$ cat src/rtl/dbef_pkg.sv
// Shared constants, codes and transaction types for the debounced button event FIFO.
`default_nettype none

package dbef_pkg;

  localparam int NUM_BUTTONS = 8;
  localparam int QUEUE_DEPTH = 16;

  localparam int BTN_IDX_W  = (NUM_BUTTONS > 1) ? $clog2(NUM_BUTTONS) : 1;
  localparam int SLOT_W     = (QUEUE_DEPTH > 1) ? $clog2(QUEUE_DEPTH) : 1;
  localparam int CNT_W      = $clog2(QUEUE_DEPTH + 1);

  localparam int LEVELS_W   = 8;
  localparam int TICK_W     = 32;
  localparam int LOCKOUT_W  = 16;
  localparam int CAP_W      = 5;
  localparam int CFG_DATA_W = 16;
  localparam int CFG_IDX_W  = 1;
  localparam int BTN_W      = 3;
  localparam int QUEUED_W   = 5;
  localparam int TALLY_W    = 4;

  localparam logic [LOCKOUT_W-1:0] LOCKOUT_RESET  = 16'd100;
  localparam logic [CAP_W-1:0]     CAPACITY_RESET = 5'd10;

  typedef enum logic {
    OP_SAMPLE = 1'b0,
    OP_POP    = 1'b1
  } op_t;

  typedef enum logic [CFG_IDX_W-1:0] {
    CFG_LOCKOUT  = 1'b0,
    CFG_CAPACITY = 1'b1
  } cfg_reg_t;

  typedef struct packed {
    op_t                 op;
    logic [LEVELS_W-1:0] levels;
    logic [TICK_W-1:0]   now_tick;
  } cmd_t;

  typedef struct packed {
    logic               event_valid;
    logic [BTN_W-1:0]   event_button;
    logic [QUEUED_W-1:0] queued;
    logic [TALLY_W-1:0] accepted_now;
    logic [TALLY_W-1:0] dropped_now;
  } result_t;

endpackage

`default_nettype wire

$ cat src/rtl/dbef_front.sv
// Input side: accepts transactions, tags the operation and queues them for the back end.
`default_nettype none

module dbef_front (
  input  wire                          clk,
  input  wire                          rst_n,
  input  wire                          in_valid,
  output logic                         in_stall,
  input  wire                          in_operation,
  input  wire  [dbef_pkg::LEVELS_W-1:0] in_button_levels,
  input  wire  [dbef_pkg::TICK_W-1:0]   in_now_tick,
  output logic                         cmd_valid,
  output dbef_pkg::cmd_t               cmd,
  input  wire                          cmd_take
);
  import dbef_pkg::*;

  localparam int QD = 2;

  cmd_t       q_r [QD];
  logic       wr_ptr_r, rd_ptr_r;
  logic [1:0] cnt_r;
  logic       push, pop;
  cmd_t       in_cmd;

  always_comb begin
    in_cmd.op       = op_t'(in_operation);
    in_cmd.levels   = in_button_levels;
    in_cmd.now_tick = in_now_tick;
  end

  assign in_stall  = (cnt_r == 2'(QD));
  assign push      = in_valid && !in_stall;
  assign cmd_valid = (cnt_r != 2'd0);
  assign pop       = cmd_valid && cmd_take;
  assign cmd       = q_r[rd_ptr_r];

  always_ff @(posedge clk) begin
    if (push) begin
      q_r[wr_ptr_r] <= in_cmd;
    end
  end

  always_ff @(posedge clk) begin
    if (!rst_n) begin
      wr_ptr_r <= 1'b0;
      rd_ptr_r <= 1'b0;
      cnt_r    <= 2'd0;
    end else begin
      if (push) wr_ptr_r <= ~wr_ptr_r;
      if (pop)  rd_ptr_r <= ~rd_ptr_r;
      case ({push, pop})
        2'b10:   cnt_r <= cnt_r + 2'd1;
        2'b01:   cnt_r <= cnt_r - 2'd1;
        default: cnt_r <= cnt_r;
      endcase
    end
  end

endmodule

`default_nettype wire

$ cat src/rtl/dbef_back.sv
// Back end: button scan sequencer, lockout timing, event ring and result register.
`default_nettype none

module dbef_back (
  input  wire                              clk,
  input  wire                              rst_n,
  input  wire                              cmd_valid,
  input  wire  dbef_pkg::cmd_t             cmd,
  output logic                             cmd_take,
  input  wire                              cfg_we,
  input  wire  [dbef_pkg::CFG_IDX_W-1:0]   cfg_index,
  input  wire  [dbef_pkg::CFG_DATA_W-1:0]  cfg_data,
  output logic                             out_valid,
  input  wire                              out_stall,
  output dbef_pkg::result_t                out_res
);
  import dbef_pkg::*;

  typedef enum logic [1:0] {S_IDLE, S_SCAN, S_POP, S_EMIT} state_t;

  state_t                 state_r;
  cmd_t                   cmd_r;
  logic [BTN_IDX_W-1:0]   idx_r;
  logic [NUM_BUTTONS-1:0] pressed_r;
  logic [TICK_W-1:0]      rel_time_r [NUM_BUTTONS];
  logic [SLOT_W-1:0]      head_r;
  logic [CNT_W-1:0]       count_r;
  logic [LOCKOUT_W-1:0]   lockout_r;
  logic [CAP_W-1:0]       cap_r;
  result_t                res_r;
  result_t                out_r;
  logic                   out_valid_r;

  // event ring
  logic [BTN_W-1:0]       mem [QUEUE_DEPTH];
  logic [BTN_W-1:0]       rd_data_r;
  logic                   mem_we, mem_re;
  logic [SLOT_W-1:0]      wr_slot;

  logic [CNT_W-1:0]       cap_eff;
  logic [CNT_W:0]         slot_sum;
  logic                   lvl, pf, lock_ok, full, last_btn, emit_go;
  logic [TICK_W-1:0]      elapsed;
  logic [SLOT_W-1:0]      head_inc;

  always_comb begin
    if (cap_r == '0) begin
      cap_eff = CNT_W'(1);
    end else if (32'(cap_r) > QUEUE_DEPTH) begin
      cap_eff = CNT_W'(QUEUE_DEPTH);
    end else begin
      cap_eff = CNT_W'(cap_r);
    end
  end

  always_comb begin
    slot_sum = (CNT_W+1)'(head_r) + (CNT_W+1)'(count_r);
    if (slot_sum >= (CNT_W+1)'(cap_eff)) slot_sum = slot_sum - (CNT_W+1)'(cap_eff);
    wr_slot = SLOT_W'(slot_sum);
  end

  assign head_inc = ((CNT_W'(head_r) + CNT_W'(1)) == cap_eff) ? '0 : head_r + SLOT_W'(1);

  // buttons past the eighth never read as pressed
  assign lvl      = (32'(idx_r) < LEVELS_W) ? cmd_r.levels[3'(idx_r)] : 1'b0;
  assign pf       = pressed_r[idx_r];
  assign elapsed  = cmd_r.now_tick - rel_time_r[idx_r];
  assign lock_ok  = elapsed >= TICK_W'(lockout_r);
  assign full     = count_r >= cap_eff;
  assign last_btn = (idx_r == BTN_IDX_W'(NUM_BUTTONS - 1));
  assign emit_go  = !out_valid_r || !out_stall;

  assign cmd_take = (state_r == S_IDLE) && cmd_valid;
  assign mem_we   = (state_r == S_SCAN) && lvl && !pf && lock_ok && !full;
  assign mem_re   = cmd_take && (cmd.op == OP_POP) && (count_r != '0);

  always_ff @(posedge clk) begin
    if (mem_we) mem[wr_slot] <= BTN_W'(idx_r);
  end

  always_ff @(posedge clk) begin
    if (mem_re) rd_data_r <= mem[head_r];
  end

  always_ff @(posedge clk) begin
    if (!rst_n) begin
      state_r     <= S_IDLE;
      idx_r       <= '0;
      pressed_r   <= '0;
      for (int i = 0; i < NUM_BUTTONS; i++) rel_time_r[i] <= '0;
      head_r      <= '0;
      count_r     <= '0;
      lockout_r   <= LOCKOUT_RESET;
      cap_r       <= CAPACITY_RESET;
      out_valid_r <= 1'b0;
    end else begin
      // the emit state loads the next result itself
      if (out_valid_r && !out_stall && state_r != S_EMIT) out_valid_r <= 1'b0;

      unique case (state_r)
        S_IDLE: begin
          if (cmd_valid) begin
            cmd_r <= cmd;
            res_r <= '0;
            idx_r <= '0;
            if (cmd.op == OP_SAMPLE) begin
              state_r <= S_SCAN;
            end else if (count_r != '0) begin
              head_r  <= head_inc;
              count_r <= count_r - CNT_W'(1);
              state_r <= S_POP;
            end else begin
              state_r <= S_EMIT;
            end
          end
        end
        S_SCAN: begin
          if (!lvl) begin
            if (pf) begin
              rel_time_r[idx_r] <= cmd_r.now_tick;
              pressed_r[idx_r]  <= 1'b0;
            end
          end else if (!pf && lock_ok) begin
            // a full ring drops the click but the press still latches
            pressed_r[idx_r] <= 1'b1;
            if (!full) begin
              count_r            <= count_r + CNT_W'(1);
              res_r.accepted_now <= res_r.accepted_now + TALLY_W'(1);
            end else begin
              res_r.dropped_now  <= res_r.dropped_now + TALLY_W'(1);
            end
          end
          idx_r <= idx_r + BTN_IDX_W'(1);
          if (last_btn) state_r <= S_EMIT;
        end
        S_POP: begin
          res_r.event_valid  <= 1'b1;
          res_r.event_button <= rd_data_r;
          state_r            <= S_EMIT;
        end
        S_EMIT: begin
          if (emit_go) begin
            out_r       <= {res_r.event_valid, res_r.event_button, QUEUED_W'(count_r),
                            res_r.accepted_now, res_r.dropped_now};
            out_valid_r <= 1'b1;
            state_r     <= S_IDLE;
          end
        end
        default: state_r <= S_IDLE;
      endcase

      if (cfg_we) begin
        unique case (cfg_reg_t'(cfg_index))
          CFG_LOCKOUT:  lockout_r <= cfg_data[LOCKOUT_W-1:0];
          CFG_CAPACITY: begin
            cap_r   <= cfg_data[CAP_W-1:0];
            head_r  <= '0;
            count_r <= '0;
          end
          default: ;
        endcase
      end
    end
  end

  assign out_valid = out_valid_r;
  assign out_res   = out_r;

endmodule

`default_nettype wire

$ cat src/rtl/debounced_button_event_fifo_unit.sv
// Top level of the debounced button event FIFO: front queue plus scan back end.
//
//  channel | direction | handshake          | payload
//  in_     | input     | in_valid/in_stall  | operation, button_levels, now_tick
//  out_    | output    | out_valid/out_stall| event_valid, event_button, queued,
//          |           |                    | accepted_now, dropped_now
//  cfg_    | input     | cfg_we             | cfg_index, cfg_data (write only)
//
// A sample is taken from the command queue, each button is then checked against its
// release time in the scan state, and the result register is loaded last; the load
// waits while a held result is stalled. A pop reads the event ring through a
// registered read before the result is loaded; a pop on an empty ring skips the
// read and goes straight to loading the result.
// The two-entry command queue accepts until full while the back end scans or its
// result waits on out_stall. Reset is synchronous and needs no clearing pass.
`default_nettype none

module debounced_button_event_fifo_unit (
  input  wire                              clk,
  input  wire                              rst_n,
  input  wire                              in_valid,
  output logic                             in_stall,
  input  wire                              in_operation,
  input  wire  [dbef_pkg::LEVELS_W-1:0]    in_button_levels,
  input  wire  [dbef_pkg::TICK_W-1:0]      in_now_tick,
  output logic                             out_valid,
  input  wire                              out_stall,
  output logic                             out_event_valid,
  output logic [dbef_pkg::BTN_W-1:0]       out_event_button,
  output logic [dbef_pkg::QUEUED_W-1:0]    out_queued,
  output logic [dbef_pkg::TALLY_W-1:0]     out_accepted_now,
  output logic [dbef_pkg::TALLY_W-1:0]     out_dropped_now,
  input  wire                              cfg_we,
  input  wire  [dbef_pkg::CFG_IDX_W-1:0]   cfg_index,
  input  wire  [dbef_pkg::CFG_DATA_W-1:0]  cfg_data
);
  import dbef_pkg::*;

  logic    cmd_valid, cmd_take;
  cmd_t    cmd;
  result_t res;

  dbef_front u_front (
    .clk              (clk),
    .rst_n            (rst_n),
    .in_valid         (in_valid),
    .in_stall         (in_stall),
    .in_operation     (in_operation),
    .in_button_levels (in_button_levels),
    .in_now_tick      (in_now_tick),
    .cmd_valid        (cmd_valid),
    .cmd              (cmd),
    .cmd_take         (cmd_take)
  );

  dbef_back u_back (
    .clk       (clk),
    .rst_n     (rst_n),
    .cmd_valid (cmd_valid),
    .cmd       (cmd),
    .cmd_take  (cmd_take),
    .cfg_we    (cfg_we),
    .cfg_index (cfg_index),
    .cfg_data  (cfg_data),
    .out_valid (out_valid),
    .out_stall (out_stall),
    .out_res   (res)
  );

  assign out_event_valid  = res.event_valid;
  assign out_event_button = res.event_button;
  assign out_queued       = res.queued;
  assign out_accepted_now = res.accepted_now;
  assign out_dropped_now  = res.dropped_now;

endmodule

`default_nettype wire

$ cat config.mk
export PLATFORM = sky130hd
export DESIGN_NAME = debounced_button_event_fifo_unit
export DESIGN_NICKNAME = d
export VERILOG_FILES = /design/src/rtl/dbef_pkg.sv /design/src/rtl/dbef_front.sv /design/src/rtl/dbef_back.sv /design/src/rtl/debounced_button_event_fifo_unit.sv
export SDC_FILE = /design/constraint.sdc
export NUM_CORES = 1
export LEC_CHECK = 0
export BUFFER_PORTS_ARGS = -buffer_cell sky130_fd_sc_hd__buf_2
export CORE_UTILIZATION = 62
export DETAILED_ROUTE_END_ITERATION = 12
export PLACE_DENSITY = 0.89
export SLEW_MARGIN = 0
export SYNTH_ARGS = -nofsm -noshare
export SYNTH_HDL_FRONTEND = slang
export SYNTH_HIERARCHICAL = 1
export SYNTH_SLANG_ARGS = --single-unit
$ cat constraint.sdc
create_clock -name clk -period 7.28 [get_ports clk]
set_clock_uncertainty 0.05 [all_clocks]
set_input_delay 2.184 -clock clk [delete_from_list [all_inputs] [get_ports clk]]
set_output_delay 2.184 -clock clk [all_outputs]
set_load 0.05 [all_outputs]
==> results.md <==
- Synthesized area per cell: about 14 um2
- Proportion of layout cells with a drive suffix above 1: a little under a fifth
- Vias/cell: between 6 and 7
- Post-synthesis cell count: approximately 1800
- Count of instances resized after the clock tree is built: 0
- Max-cap check violation count: 0
- Category of the most critical setup path: flip-flop to flip-flop
- Number of global-route vias before repair: ~16000
- Post-synthesis share of cell area spent on and, or, nand and nor gates: 13.05%
- Synth top area share: a little under three fifths
- Final hold vios: 0
- GRT overflow: 0
- Run status: finished, final reports clean
- Setup Viol. Count Final: 0
- Buffer cell driving the clock tree root: clkbuf_16
- Placeable core area: between 30000 and 40000 um2
- Worst VDD drop: approximately 0.00023 V
- Initial DRC count: roughly 2200
- Post-synth top area cell: edfxtp_1
- Wirelength, routed: between 50000 and 60000 um
- Pin count of the biggest net entering global routing: around 120
- Inserted Clock Buffers: 49
- Routed Antenna Nets: 0
- Vertical extent of the die: about 200 um
- Max-slew violation total from the final report: 0
- Minimum setup slack in the final design: about 0.83 ns
- Required time worst endpoint: 7.54 ns
- Async S/R FF share, synth: 0%
- Number of remaining DRC errors: 0
- Average routed wire per standard cell: around 25 um
- Synth Warn #: 6
- Critical Path End Type: flip-flop
- Pre-CTS setup slack: approximately 1.0 ns
- Initial core utilization: a little under two thirds
- Post-synthesis to final-layout area growth: 9.972%
- Achievable frequency: roughly 150 MHz
- EDFF count, synth: around 460
- Register bit count reported by yosys: slightly above 500
- Die Area: 39690 um2
- Routability congestion estimate from global placement: ~0.88
- Final period demand of the worst path: about 6.5 ns
- Setup repair after global routing missed its margin: false
- H-tree depth reported by CTS: 2
- Leading cell types by total area after synthesis: edfxtp_1 57%, and3_1 6.9%, mux4_2 6.5%
- Area share of xor/xnor cells in the synthesized design: ~1.4%
- Diodes inserted: 0
- CTS Hold Bufs: 0
- GRT Resource Usage Total: roughly 30%
- Antenna violations before repair: 0
- CTS Buffer Depth: 3
- Via count: around 16000
- Predominant post-synthesis flop cell: edfxtp_1
- Top fanout value on the critical path: 19
- Worst slew margin relative to its limit: 24.65%
- Class of the tightest hold or removal check: flip-flop to flip-flop
- Half-perimeter wire length of the detailed placement result: approximately 35000 um
- Post-Synthesis Cell Area: around 24000 um2
- Most frequent cells in the layout: 458 x edfxtp_1, 262 x and3_1, 86 x nand2_1
- Worst-Margin Slew: about 1.1 ns
- Reported leakage power: between 0.01 and 0.015 uW
- Arr. time, crit path: ~6.7 ns
- Num ports: ~80
- Overall die width: between 150 and 200 um
- Main combinational cell family by area after synthesis: simple AND/OR/NAND/NOR gates
- TritonRoute pass-1 iters: 6
- Period utilization: 88.64%
- Sequential fraction of the synthesis area: roughly 60%
- Later-pin clock latency in the skew report: ~0.60 ns
- Clk sink count: 510
- Share of the synthesized area in compound gates (AO/OA/AOI/OAI): under 10%
- Post-CTS Repair Setup Buffers: 0
- Count of input and output buffers: just over 80
- Post-Synth Adder-Cell Area: under 10%
- Critical path startpoint category: flip-flop
- First-pass GRT wire length: approximately 89000 um
- Final total power: 7964 uW
- Count of different cell masters after synthesis: 80
- Sum of negative setup slack: 0 ns
- Clk slew on worst S/H paths: about 0.070 ns
- Mux share of post-synthesis cell area: between 10% and 20%
- CTS tree: built
- Nets: 1935
- Most common library cell in the layout ignoring fill and taps: edfxtp_1
- Post-synthesis net count: 1891
- Cell Rows: 71
- Total power divided by cell area: approximately 300 nW/um2
-- power breakdown --
group / switching (uW) / internal [uW]
combinational: 1110 / 696
clock: 1080 / 1420
sequential: 201 / 3460
total: 2380 / 5580
-- routing by layer --
layer	GRT usage, %	wire length, um	vias up
met1	39.52	21460	7767
met4	12.93	2206	0
met5	0	0	-
li1	-	-	6844
met2	47.92	27960	1238
met3	7.156	7216	206
-- worst paths after layout --
| kind | start | to | slack (ns) | depth (start not counted) |
|---|---|---|---|---|
| worst max register to register | flip-flop | u_back/res_r[6] | 0.83 | 22 |
| worst min register to register | u_back/res_r[16] | u_back/out_res[16] | 0.36 | 0 |
| worst min-delay path | u_back/res_r[16] | u_back/out_res[16] | 0.36 | 0 |
| worst max-delay path | flip-flop | u_back/res_r[6] | 0.83 | 22 |
-- cell type report --
class	count	area, um2
inverters	49	183.9
well taps	511	639.4
repair buffers	113	645.6
multi-input cells	1071	8676
fillers	2367	11410
clock buffers	61	1311
flip-flops and latches	510	14800
clock inverters	26	262.8
-- worst max-delay path, stage by stage, from the launching register on --
cell,delay (ns)
dfxtp_4,0.60
buf_4,0.38
mux4_2,0.55
mux2i_1,0.42
ha_1,0.35
o211ai_2,0.09
a21oi_2,0.07
o311a_4,0.42
nand2b_1,0.08
and2_1,0.15
o21ai_0,0.09
xor2_1,0.17
ha_1,0.30
a21o_1,0.16
a21o_1,0.17
a21oi_1,0.13
o221ai_1,0.13
a311oi_1,0.32
and4b_1,0.26
nand4_1,0.11
or4_1,0.67
nand2_4,0.28
a21oi_1,0.20
-- cell families (layout without fill, tap and decap cells) --
family / Yosys count / after routing
buffers and inverters: 169 / 249
muxes: 158 / 158
and+or+nand+nor: 554 / 554
AOI/OAI and AO/OA: 243 / 243
DFF: 510 / 510
xor gates and xnor gates: 38 / 38
adders and majority gates: 78 / 78
-- synth_stat cells (all sizes together) (4+ instances only) --
cell type  instances
edfxtp           458
and3             265
clkbuf            89
nand2             87
a21oi             81
ha                75
mux4              70
dfxtp             52
inv               49
mux2              46
o21ai             46
nor2              43
mux2i             42
buf               31
nand3             30
a21o              26
xnor2             25
nor3              22
nand4             19
nand2b            18
and2              16
xor2              13
nor2b             12
nor4              12
a211oi            11
a22oi             11
a41oi             10
nor3b              8
o21a               8
o211ai             7
or3                6
a21boi             4
a221oi             4
a31oi              4
o31ai              4
-- state kept, by name, summed over array words and instances, names as in the netlist, named ones only --
name,cells
u_back/rd_data_r,3
u_back/mem,48
u_back/out_res,17
u_back/lockout_r,16
u_front/q_r,82
u_back/count_r,5
u_back/res_r,12
u_front/rd_ptr_r,1
u_back/head_r,4
u_back/state_r,2
u_back/rel_time_r,256
u_front/cnt_r,2
u_front/wr_ptr_r,1
u_back/cmd_r,40
u_back/cap_r,5
u_back/out_valid,1
u_back/idx_r,3
-- metrics by stage --
step | instances | util [%] | hold slack [ns] | area, um2
after detailed placement | 2254 | 65.77 | 0.3554 | 24950
after CTS | 2341 | 69.91 | 0.3639 | 26520
final | 2341 | 69.91 | 0.3626 | 26520
after global placement | 2254 | 65.77 | 0.3527 | 24950
after floorplan | 1750 | - | 0.3503 | 24120
after global routing | 2341 | 69.91 | 0.3650 | 26520
Note: power is estimated with default switching activity, not from simulation.
